**src/sv/ita_pkg.sv**
```systemverilog
`default_nettype none

package ita_pkg;

  // Format selection codes carried in the action field.
  typedef enum logic [2:0] {
    ACT_SDEC = 3'd0,
    ACT_UDEC = 3'd1,
    ACT_HEXL = 3'd2,
    ACT_HEXU = 3'd3,
    ACT_ADDR = 3'd4
  } ita_action_t;

  // Input transaction payload.
  typedef struct packed {
    logic [2:0]  action;
    logic [63:0] value;
  } ita_in_t;

  // Result transaction payload, one per character.
  typedef struct packed {
    logic [7:0]  out_char;
    logic        last_char;
    logic [31:0] total_written;
  } ita_out_t;

  // Classified job handed from the front part to the back part.
  typedef struct packed {
    logic [63:0] mag;
    logic        neg;
    logic        is_dec;
    logic        upper;
  } ita_job_t;

  localparam logic [7:0] CHAR_MINUS = 8'h2D;
  localparam logic [7:0] CHAR_ZERO  = 8'h30;
  localparam logic [7:0] CHAR_UA    = 8'h41;
  localparam logic [7:0] CHAR_LA    = 8'h61;

  // ASCII code of one digit; decimal digits never exceed nine.
  function automatic logic [7:0] digit_char(input logic [3:0] nib, input logic upper);
    logic [7:0] code;
    if (nib < 4'd10) begin
      code = CHAR_ZERO + {4'd0, nib};
    end else if (upper) begin
      code = CHAR_UA + {4'd0, nib} - 8'd10;
    end else begin
      code = CHAR_LA + {4'd0, nib} - 8'd10;
    end
    return code;
  endfunction

endpackage

`default_nettype wire

```
**src/sv/ita_front.sv**
```systemverilog
`default_nettype none

module ita_front
  import ita_pkg::*;
(
  input  wire logic     in_push,
  input  ita_in_t       in_data,
  output logic          in_full,
  input  wire logic     q_full,
  output logic          q_push,
  output ita_job_t      q_job
);

  logic [31:0] low;
  logic        act_ok;
  logic        sgn_neg;

  assign low = in_data.value[31:0];

  // Only the defined formats produce a job; others are consumed and dropped.
  always_comb begin
    act_ok = (in_data.action == ACT_SDEC) || (in_data.action == ACT_UDEC) ||
             (in_data.action == ACT_HEXL) || (in_data.action == ACT_HEXU) ||
             (in_data.action == ACT_ADDR);
  end

  assign in_full = q_full;
  assign q_push  = in_push && !q_full && act_ok;
  assign sgn_neg = (in_data.action == ACT_SDEC) && low[31];

  // Classify the transaction into magnitude, sign, radix and letter case.
  // The two's complement of the most negative value is itself, read unsigned.
  always_comb begin
    q_job.neg    = sgn_neg;
    q_job.is_dec = (in_data.action == ACT_SDEC) || (in_data.action == ACT_UDEC);
    q_job.upper  = (in_data.action == ACT_HEXU);
    if (in_data.action == ACT_ADDR) begin
      q_job.mag = in_data.value;
    end else if (sgn_neg) begin
      q_job.mag = {32'd0, (~low) + 32'd1};
    end else begin
      q_job.mag = {32'd0, low};
    end
  end

endmodule

`default_nettype wire

```
**src/sv/ita_queue.sv**
```systemverilog
`default_nettype none

module ita_queue
  import ita_pkg::*;
#(
  parameter int DEPTH = 2
)
(
  input  wire logic clk,
  input  wire logic rst_n,
  input  wire logic push,
  input  ita_job_t  push_job,
  output logic      full,
  input  wire logic pop,
  output ita_job_t  head_job,
  output logic      empty
);

  localparam int AW = (DEPTH > 1) ? $clog2(DEPTH) : 1;

  ita_job_t        mem_r [DEPTH];
  logic [AW-1:0]   wr_ptr_r, wr_ptr_nxt;
  logic [AW-1:0]   rd_ptr_r, rd_ptr_nxt;
  logic [AW:0]     cnt_r, cnt_nxt;

  assign full     = (cnt_r == (AW + 1)'(DEPTH));
  assign empty    = (cnt_r == '0);
  assign head_job = mem_r[rd_ptr_r];

  // Pointer and fill count update.
  always_comb begin
    wr_ptr_nxt = wr_ptr_r;
    rd_ptr_nxt = rd_ptr_r;
    cnt_nxt    = cnt_r;
    if (push) begin
      wr_ptr_nxt = (wr_ptr_r == AW'(DEPTH - 1)) ? '0 : wr_ptr_r + AW'(1);
    end
    if (pop) begin
      rd_ptr_nxt = (rd_ptr_r == AW'(DEPTH - 1)) ? '0 : rd_ptr_r + AW'(1);
    end
    if (push && !pop) begin
      cnt_nxt = cnt_r + (AW + 1)'(1);
    end else if (pop && !push) begin
      cnt_nxt = cnt_r - (AW + 1)'(1);
    end
  end

  always_ff @(posedge clk) begin
    if (!rst_n) begin
      wr_ptr_r <= '0;
      rd_ptr_r <= '0;
      cnt_r    <= '0;
    end else begin
      wr_ptr_r <= wr_ptr_nxt;
      rd_ptr_r <= rd_ptr_nxt;
      cnt_r    <= cnt_nxt;
    end
  end

  // Entry storage needs no reset.
  always_ff @(posedge clk) begin
    if (push) begin
      mem_r[wr_ptr_r] <= push_job;
    end
  end

endmodule

`default_nettype wire

```
**src/sv/ita_back.sv**
```systemverilog
`default_nettype none

module ita_back
  import ita_pkg::*;
(
  input  wire logic clk,
  input  wire logic rst_n,
  input  wire logic q_empty,
  input  ita_job_t  q_job,
  output logic      q_pop,
  input  wire logic out_pop,
  output logic      out_empty,
  output ita_out_t  out_data
);

  typedef enum logic [3:0] {
    ST_IDLE = 4'b0001,
    ST_CONV = 4'b0010,
    ST_SCAN = 4'b0100,
    ST_EMIT = 4'b1000
  } ita_state_t;

  ita_state_t  state_r, state_nxt;
  logic [63:0] dig_r, dig_nxt;
  logic [39:0] bcd_r, bcd_nxt;
  logic [31:0] sh_r, sh_nxt;
  logic [2:0]  cnt_r, cnt_nxt;
  logic [3:0]  pos_r, pos_nxt;
  logic        neg_r, neg_nxt;
  logic        upper_r, upper_nxt;
  logic [31:0] total_r, total_nxt;
  logic        out_valid_r, out_valid_nxt;
  ita_out_t    out_data_r, out_data_nxt;
  logic        fire;
  logic [71:0] dab;

  // Four double-dabble steps: add three to each BCD digit of five or more,
  // then shift one bit of the binary word in.
  function automatic logic [71:0] dabble4(input logic [39:0] bcd, input logic [31:0] sh);
    logic [71:0] w;
    w = {bcd, sh};
    for (int s = 0; s < 4; s++) begin
      for (int d = 0; d < 10; d++) begin
        if (w[32 + 4 * d +: 4] >= 4'd5) begin
          w[32 + 4 * d +: 4] = w[32 + 4 * d +: 4] + 4'd3;
        end
      end
      w = {w[70:0], 1'b0};
    end
    return w;
  endfunction

  // Position of the most significant nonzero digit, zero when all are zero.
  function automatic logic [3:0] top_digit(input logic [63:0] dig);
    logic [3:0] p;
    p = 4'd0;
    for (int i = 0; i < 16; i++) begin
      if (dig[4 * i +: 4] != 4'd0) begin
        p = 4'(i);
      end
    end
    return p;
  endfunction

  assign dab       = dabble4(bcd_r, sh_r);
  assign q_pop     = (state_r == ST_IDLE) && !q_empty;
  assign fire      = (state_r == ST_EMIT) && (!out_valid_r || out_pop);
  assign out_empty = !out_valid_r;
  assign out_data  = out_data_r;

  // Conversion sequencer and character emission.
  always_comb begin
    state_nxt    = state_r;
    dig_nxt      = dig_r;
    bcd_nxt      = bcd_r;
    sh_nxt       = sh_r;
    cnt_nxt      = cnt_r;
    pos_nxt      = pos_r;
    neg_nxt      = neg_r;
    upper_nxt    = upper_r;
    total_nxt    = total_r;
    out_data_nxt = out_data_r;
    case (state_r)
      ST_IDLE: begin
        if (q_pop) begin
          neg_nxt   = q_job.neg;
          upper_nxt = q_job.upper;
          if (q_job.is_dec) begin
            sh_nxt    = q_job.mag[31:0];
            bcd_nxt   = '0;
            cnt_nxt   = '0;
            state_nxt = ST_CONV;
          end else begin
            dig_nxt   = q_job.mag;
            state_nxt = ST_SCAN;
          end
        end
      end
      ST_CONV: begin
        bcd_nxt = dab[71:32];
        sh_nxt  = dab[31:0];
        cnt_nxt = cnt_r + 3'd1;
        if (cnt_r == 3'd7) begin
          dig_nxt   = {24'd0, dab[71:32]};
          state_nxt = ST_SCAN;
        end
      end
      ST_SCAN: begin
        pos_nxt   = top_digit(dig_r);
        state_nxt = ST_EMIT;
      end
      ST_EMIT: begin
        if (fire) begin
          total_nxt                  = total_r + 32'd1;
          out_data_nxt.total_written = total_r + 32'd1;
          if (neg_r) begin
            out_data_nxt.out_char  = CHAR_MINUS;
            out_data_nxt.last_char = 1'b0;
            neg_nxt                = 1'b0;
          end else begin
            out_data_nxt.out_char  = digit_char(dig_r[{pos_r, 2'b00} +: 4], upper_r);
            out_data_nxt.last_char = (pos_r == 4'd0);
            if (pos_r == 4'd0) begin
              state_nxt = ST_IDLE;
            end else begin
              pos_nxt = pos_r - 4'd1;
            end
          end
        end
      end
      default: begin
        state_nxt = ST_IDLE;
      end
    endcase
  end

  // Output register holds one character until it is taken.
  always_comb begin
    if (fire) begin
      out_valid_nxt = 1'b1;
    end else if (out_pop) begin
      out_valid_nxt = 1'b0;
    end else begin
      out_valid_nxt = out_valid_r;
    end
  end

  always_ff @(posedge clk) begin
    if (!rst_n) begin
      state_r     <= ST_IDLE;
      total_r     <= '0;
      out_valid_r <= 1'b0;
      neg_r       <= 1'b0;
    end else begin
      state_r     <= state_nxt;
      total_r     <= total_nxt;
      out_valid_r <= out_valid_nxt;
      neg_r       <= neg_nxt;
    end
  end

  // Datapath registers need no reset.
  always_ff @(posedge clk) begin
    dig_r      <= dig_nxt;
    bcd_r      <= bcd_nxt;
    sh_r       <= sh_nxt;
    cnt_r      <= cnt_nxt;
    pos_r      <= pos_nxt;
    upper_r    <= upper_nxt;
    out_data_r <= out_data_nxt;
  end

endmodule

`default_nettype wire

```
**src/sv/integer_to_ascii_formatter.sv**
```systemverilog
// Each number passes through the idle, scan and emit states in hex modes, while decimal
// modes add a conversion state before scan that shifts the value into BCD four bits at a time.
// Throughput is one character per cycle while the consumer keeps taking characters;
// the job queue lets new numbers enter meanwhile.
// Synchronous active-low reset empties the queue and output and clears the count.
`default_nettype none

module integer_to_ascii_formatter
  import ita_pkg::*;
#(
  parameter int QUEUE_DEPTH = 2
)
(
  input  wire logic clk,
  input  wire logic rst_n,
  input  wire logic in_push,
  input  ita_in_t   in_data,
  output logic      in_full,
  input  wire logic out_pop,
  output logic      out_empty,
  output ita_out_t  out_data
);

  logic     q_full;
  logic     q_push;
  logic     q_pop;
  logic     q_empty;
  ita_job_t q_job_in;
  ita_job_t q_job_out;

  // Front part: accept and classify each transaction.
  ita_front u_front (
    .in_push (in_push),
    .in_data (in_data),
    .in_full (in_full),
    .q_full  (q_full),
    .q_push  (q_push),
    .q_job   (q_job_in)
  );

  // Job queue between front and back.
  ita_queue #(
    .DEPTH (QUEUE_DEPTH)
  ) u_queue (
    .clk      (clk),
    .rst_n    (rst_n),
    .push     (q_push),
    .push_job (q_job_in),
    .full     (q_full),
    .pop      (q_pop),
    .head_job (q_job_out),
    .empty    (q_empty)
  );

  // Back part: convert and emit characters.
  ita_back u_back (
    .clk       (clk),
    .rst_n     (rst_n),
    .q_empty   (q_empty),
    .q_job     (q_job_out),
    .q_pop     (q_pop),
    .out_pop   (out_pop),
    .out_empty (out_empty),
    .out_data  (out_data)
  );

endmodule

`default_nettype wire
```
**config.mk**
```make
export PLATFORM = sky130hd
export DESIGN_NAME = integer_to_ascii_formatter
export DESIGN_NICKNAME = d
export VERILOG_FILES = /design/src/sv/ita_pkg.sv /design/src/sv/ita_front.sv /design/src/sv/ita_queue.sv /design/src/sv/ita_back.sv /design/src/sv/integer_to_ascii_formatter.sv
export SDC_FILE = /design/constraint.sdc
export NUM_CORES = 1
export LEC_CHECK = 0
export BUFFER_PORTS_ARGS = -buffer_cell sky130_fd_sc_hd__buf_2
export CAP_MARGIN = 20
export CORE_UTILIZATION = 30
export DETAILED_ROUTE_END_ITERATION = 10
export SLEW_MARGIN = 10
export SYNTH_ARGS = -nofsm -noshare
export SYNTH_HDL_FRONTEND = slang
export SYNTH_SLANG_ARGS = --single-unit
```
**constraint.sdc**
```tcl
create_clock -name clk -period 5.46 [get_ports clk]
set_input_delay 0.273 -clock clk [delete_from_list [all_inputs] [get_ports clk]]
set_output_delay 0.273 -clock clk [all_outputs]
set_load 0.01 [all_outputs]
```
==> flow_metrics.py <==
metrics = {
    "worst_setup_path": {
        "crit_buf_inv": 5,
        "crit_fanout": 7,
        "required_ns": 5.74,
        "r2r-start": "u_back.bcd_r[32]",
        "crit_family": "simple AND/OR/NAND/NOR gates",
        "crit_type": "flop to flop",
        "crit_path_top_delay_cell": "edfxtp_1",
        "arrival_ns": 4.86,
        "crit_start": "u_back.bcd_r[32]",
        "rr_worst_depth": 21,
        "cp_num_cells": 21,
        "r2r_end": "u_back.dig_r[38]",
        "reg2reg_slack_ns": 0.89,
        "worstSetupStartpointType": "flop",
        "critPathMaxStageDelay_ns": 0.44,
        "crit_end": "u_back.dig_r[38]",
        "end_kind": "flop",
        "path_cells": "inv_1 -> ha_1 -> nor2b_1 -> or3_1 -> and2_1 -> inv_1 -> ha_1 -> inv_1 -> a21o_1 -> a31oi_2 -> inv_2 -> ha_1 -> o21ai_0 -> o2bb2ai_1 -> inv_1 -> ha_1 -> nor2b_1 -> or4_1 -> o211ai_2 -> mux2i_1 -> a21oi_1",
    },
    "cts": {
        "cts_made_buffers": 38,
        "cts.sinks": 361,
        "clock_tree.root_cell": "clkbuf_16",
        "cts_max_path_buffers": 3,
        "cts_tree": "yes",
        "clk_latency_ns": 0.57,
        "h-tree-depth": 2,
        "postCtsSetupBuffers": 0,
        "clk_pin_slew_ns": 0.06,
        "postCtsResizedCells": 0,
    },
    "yosys": {
        "yosys_warnings": 0,
        "synthesis.nets": 2025,
        "synthTopCellsByCount": "edfxtp_1, nor2_1, nand2_1",
        "synth-seq-cells": 361,
        "synthesis.area_mm2": 0.0203,
        "synth_area_leader_cell": "edfxtp_1",
        "yosysTopAreaCellShare_pct": 47.1,
        "synthCells": 1907,
        "yosysSeqAreaShare_pct": 51.3,
        "ys_types": 92,
        "synth-main-ff-cell": "edfxtp_1",
        "synth_area_leaders": "edfxtp_1, dfxtp_1, mux2i_1",
        "synth_edf_count": 318,
        "yosysMostFrequentCell": "edfxtp_1",
        "synthArstFlopShare_pct": 0,
        "synth_area_per_cell_um2": 10.6,
    },
    "finish": {
        "layout-drive-gt1-share_pct": 13.4,
        "n_antenna_cell": 0,
        "area_delta_synth_final_pct": 14.1,
        "final_nets": 2138,
        "fin_area_mm2": 0.0231,
    },
    "global_routing": {
        "overflow": 0,
        "grt_pass1_vias": 14100,
        "grt_max_degree": 76,
        "antenna_found_initial": 0,
        "grt_usage_pct": 13.5,
        "grt_pass1_wl_mm": 74.3,
    },
    "placed_design": {
        "port_buffers": 112,
        "gp_congestion": 0.843,
        "hpwlAfterDp_mm": 34.0,
        "placed_area_mm2": 0.0218,
    },
    "timing": {
        "max_freq_mhz": 219,
        "hold_viol": 0,
        "post-route-period-util_pct": 83.8,
        "grt_setup_unrepaired": "no",
        "slew_headroom_pct": 28.6,
        "finClkSkew_ns": 0.0180,
        "setup_tns_ns": 0,
        "setup_violations": 0,
        "period_needed_ns": 4.57,
        "worstMarginPinSlew_ns": 1.07,
        "drv_slew": 0,
    },
    "routing": {
        "dr.pass1.iters": 5,
        "vias_per_cell": 5.11,
        "postRouteAntennaNets": 0,
        "wl_per_cell_um": 16.3,
        "drtIter0Drc": 1107,
        "wl_mm": 47.3,
        "post-route-drc-count": 0,
        "num_vias": 14900,
    },
    "floorplan": {
        "rows": 94,
        "die_y_um": 262,
        "start_util_pct": 30.6,
        "ios": 114,
        "die_area_mm2": 0.0687,
        "die_w_um": 262,
        "core_mm2": 0.0663,
    },
    "status": {
        "status": "finished clean",
    },
    "power_and_ir_drop": {
        "p_seq_share_pct": 28.7,
        "total_power_uw": 14700,
        "pwr-share-comb_pct": 54.5,
        "power.net_switching_uw": 6460,
        "p_sw_share_pct": 43.8,
        "irDropWorstVdd_uv": 264,
        "power_density_mw_per_mm2": 636,
        "p_leak_uw": 0.00852,
        "cell_internal_pwr_uw": 8270,
        "pwr-share-clk_pct": 16.8,
    },
    "job": {
        "cap_violations": 0,
    },
    "hold_path": {
        "hold_class": "input pin to flop",
    },
}
## worst reg2reg max path: stages (launching register included)
cell       delay [ns]
edfxtp_1         0.44
inv_1            0.07
ha_1             0.25
nor2b_1          0.16
or3_1            0.34
and2_1           0.20
inv_1            0.07
ha_1             0.14
inv_1            0.05
a21o_1           0.16
a31oi_2          0.23
inv_2            0.09
ha_1             0.28
o21ai_0          0.28
o2bb2ai_1        0.18
inv_1            0.10
ha_1             0.23
nor2b_1          0.15
or4_1            0.42
o211ai_2         0.11
mux2i_1          0.26
a21oi_1          0.09
## state kept, by name, indices dropped and copies added (netlist names), named ones only
signal              count
u_queue.wr_ptr_r        1
u_back.state_r          4
u_back.bcd_r           40
u_back.dig_r           64
u_queue.mem_r         134
u_back.cnt_r            3
u_back.out_data        40
u_back.sh_r            32
u_queue.rd_ptr_r        1
u_back.out_valid_r      1
u_back.neg_r            1
u_back.total_r         32
u_queue.cnt_r           2
u_back.upper_r          1
u_back.pos_r            4
## cells in the final DEF, fill, tap and decap left out, types with 67 or more instances in the layout
| cell | count |
|---|---|
| mux2i_1 | 79 |
| inv_1 | 74 |
| a21oi_1 | 99 |
| and2_1 | 78 |
| edfxtp_1 | 318 |
| buf_2 | 112 |
| xnor2_1 | 67 |
| nor2_1 | 189 |
| nand2_1 | 136 |
| o21ai_0 | 74 |
## worst min-delay path by stage
stage	startpoint	endpoint	slack, ns	cells after the start
2_1_floorplan	in_data[0]	u_queue.mem_r[0][3]	0.37	0
3_3_place_gp	u_back.total_r[1]	u_back.total_r[1]	0.47	2
3_5_place_dp	u_back.total_r[1]	u_back.total_r[1]	0.50	2
4_1_cts	in_data[41]	u_queue.mem_r[1][44]	0.0002	2
5_1_grt	in_data[58]	u_queue.mem_r[1][61]	0.02	2
6_report	in_data[55]	u_queue.mem_r[1][58]	0.03	2
## layout make-up
class                   instances  area [µm²]
clock buffers                  49        1020
well taps                     864        1080
repair buffers                143         833
multi-input cells            1399        9360
clock inverters                17         148
fillers                      6664       43200
inverters                      77         289
flip-flops and latches        361       10400
## logic make-up after synthesis
family	after synthesis	synth area share (%)
other	1	0.0185
DFF	361	51.3
xor gates and xnor gates	97	4.19
adders and majority gates	47	2.90
buffers and inverters	147	2.82
muxes	107	5.99
AOI/OAI and AO/OA	483	16.5
and+or+nand+nor	664	16.3
## power groups by stage
stage / Sequential, µW / Combinational (µW) / Clock, µW
2_1_floorplan: 4100 / 6320 / 0
5_1_grt: 4290 / 8910 / 2620
6_report: 4230 / 8030 / 2470
3_3_place_gp: 4250 / 7610 / 0
3_5_place_dp: 4270 / 7900 / 0
4_1_cts: 4220 / 7950 / 2530
## stage by stage
stage / hold WS, ns / setup slack, ns / utilization (%) / std cells
2_1_floorplan: 0.372 / 0.456 / - / 1907
5_1_grt: 0.0199 / 0.475 / 34.9 / 2910
3_5_place_dp: 0.499 / 0.984 / 32.9 / 2828
4_1_cts: 0.000207 / 0.921 / 34.9 / 2910
3_3_place_gp: 0.468 / 1.09 / 32.9 / 2828
6_report: 0.0279 / 0.886 / 34.9 / 2910
## what timing repair did
action,CTS,global route
setup endpoints to repair,0,0
hold buffers,16,0
endpoints found under the hold margin,32,0
## metal layers
| metal | vias up | GRT usage, % | routed length (µm) |
|---|---|---|---|
| li1 | 7306 | - | - |
| met1 | 7161 | 17.8 | 21600 |
| met2 | 343 | 22.4 | 22500 |
| met3 | 73 | 1.97 | 1890 |
| met4 | 0 | 4.80 | 1260 |
| met5 | - | 0 | 0 |
Note: power is estimated with default switching activity, not from simulation.
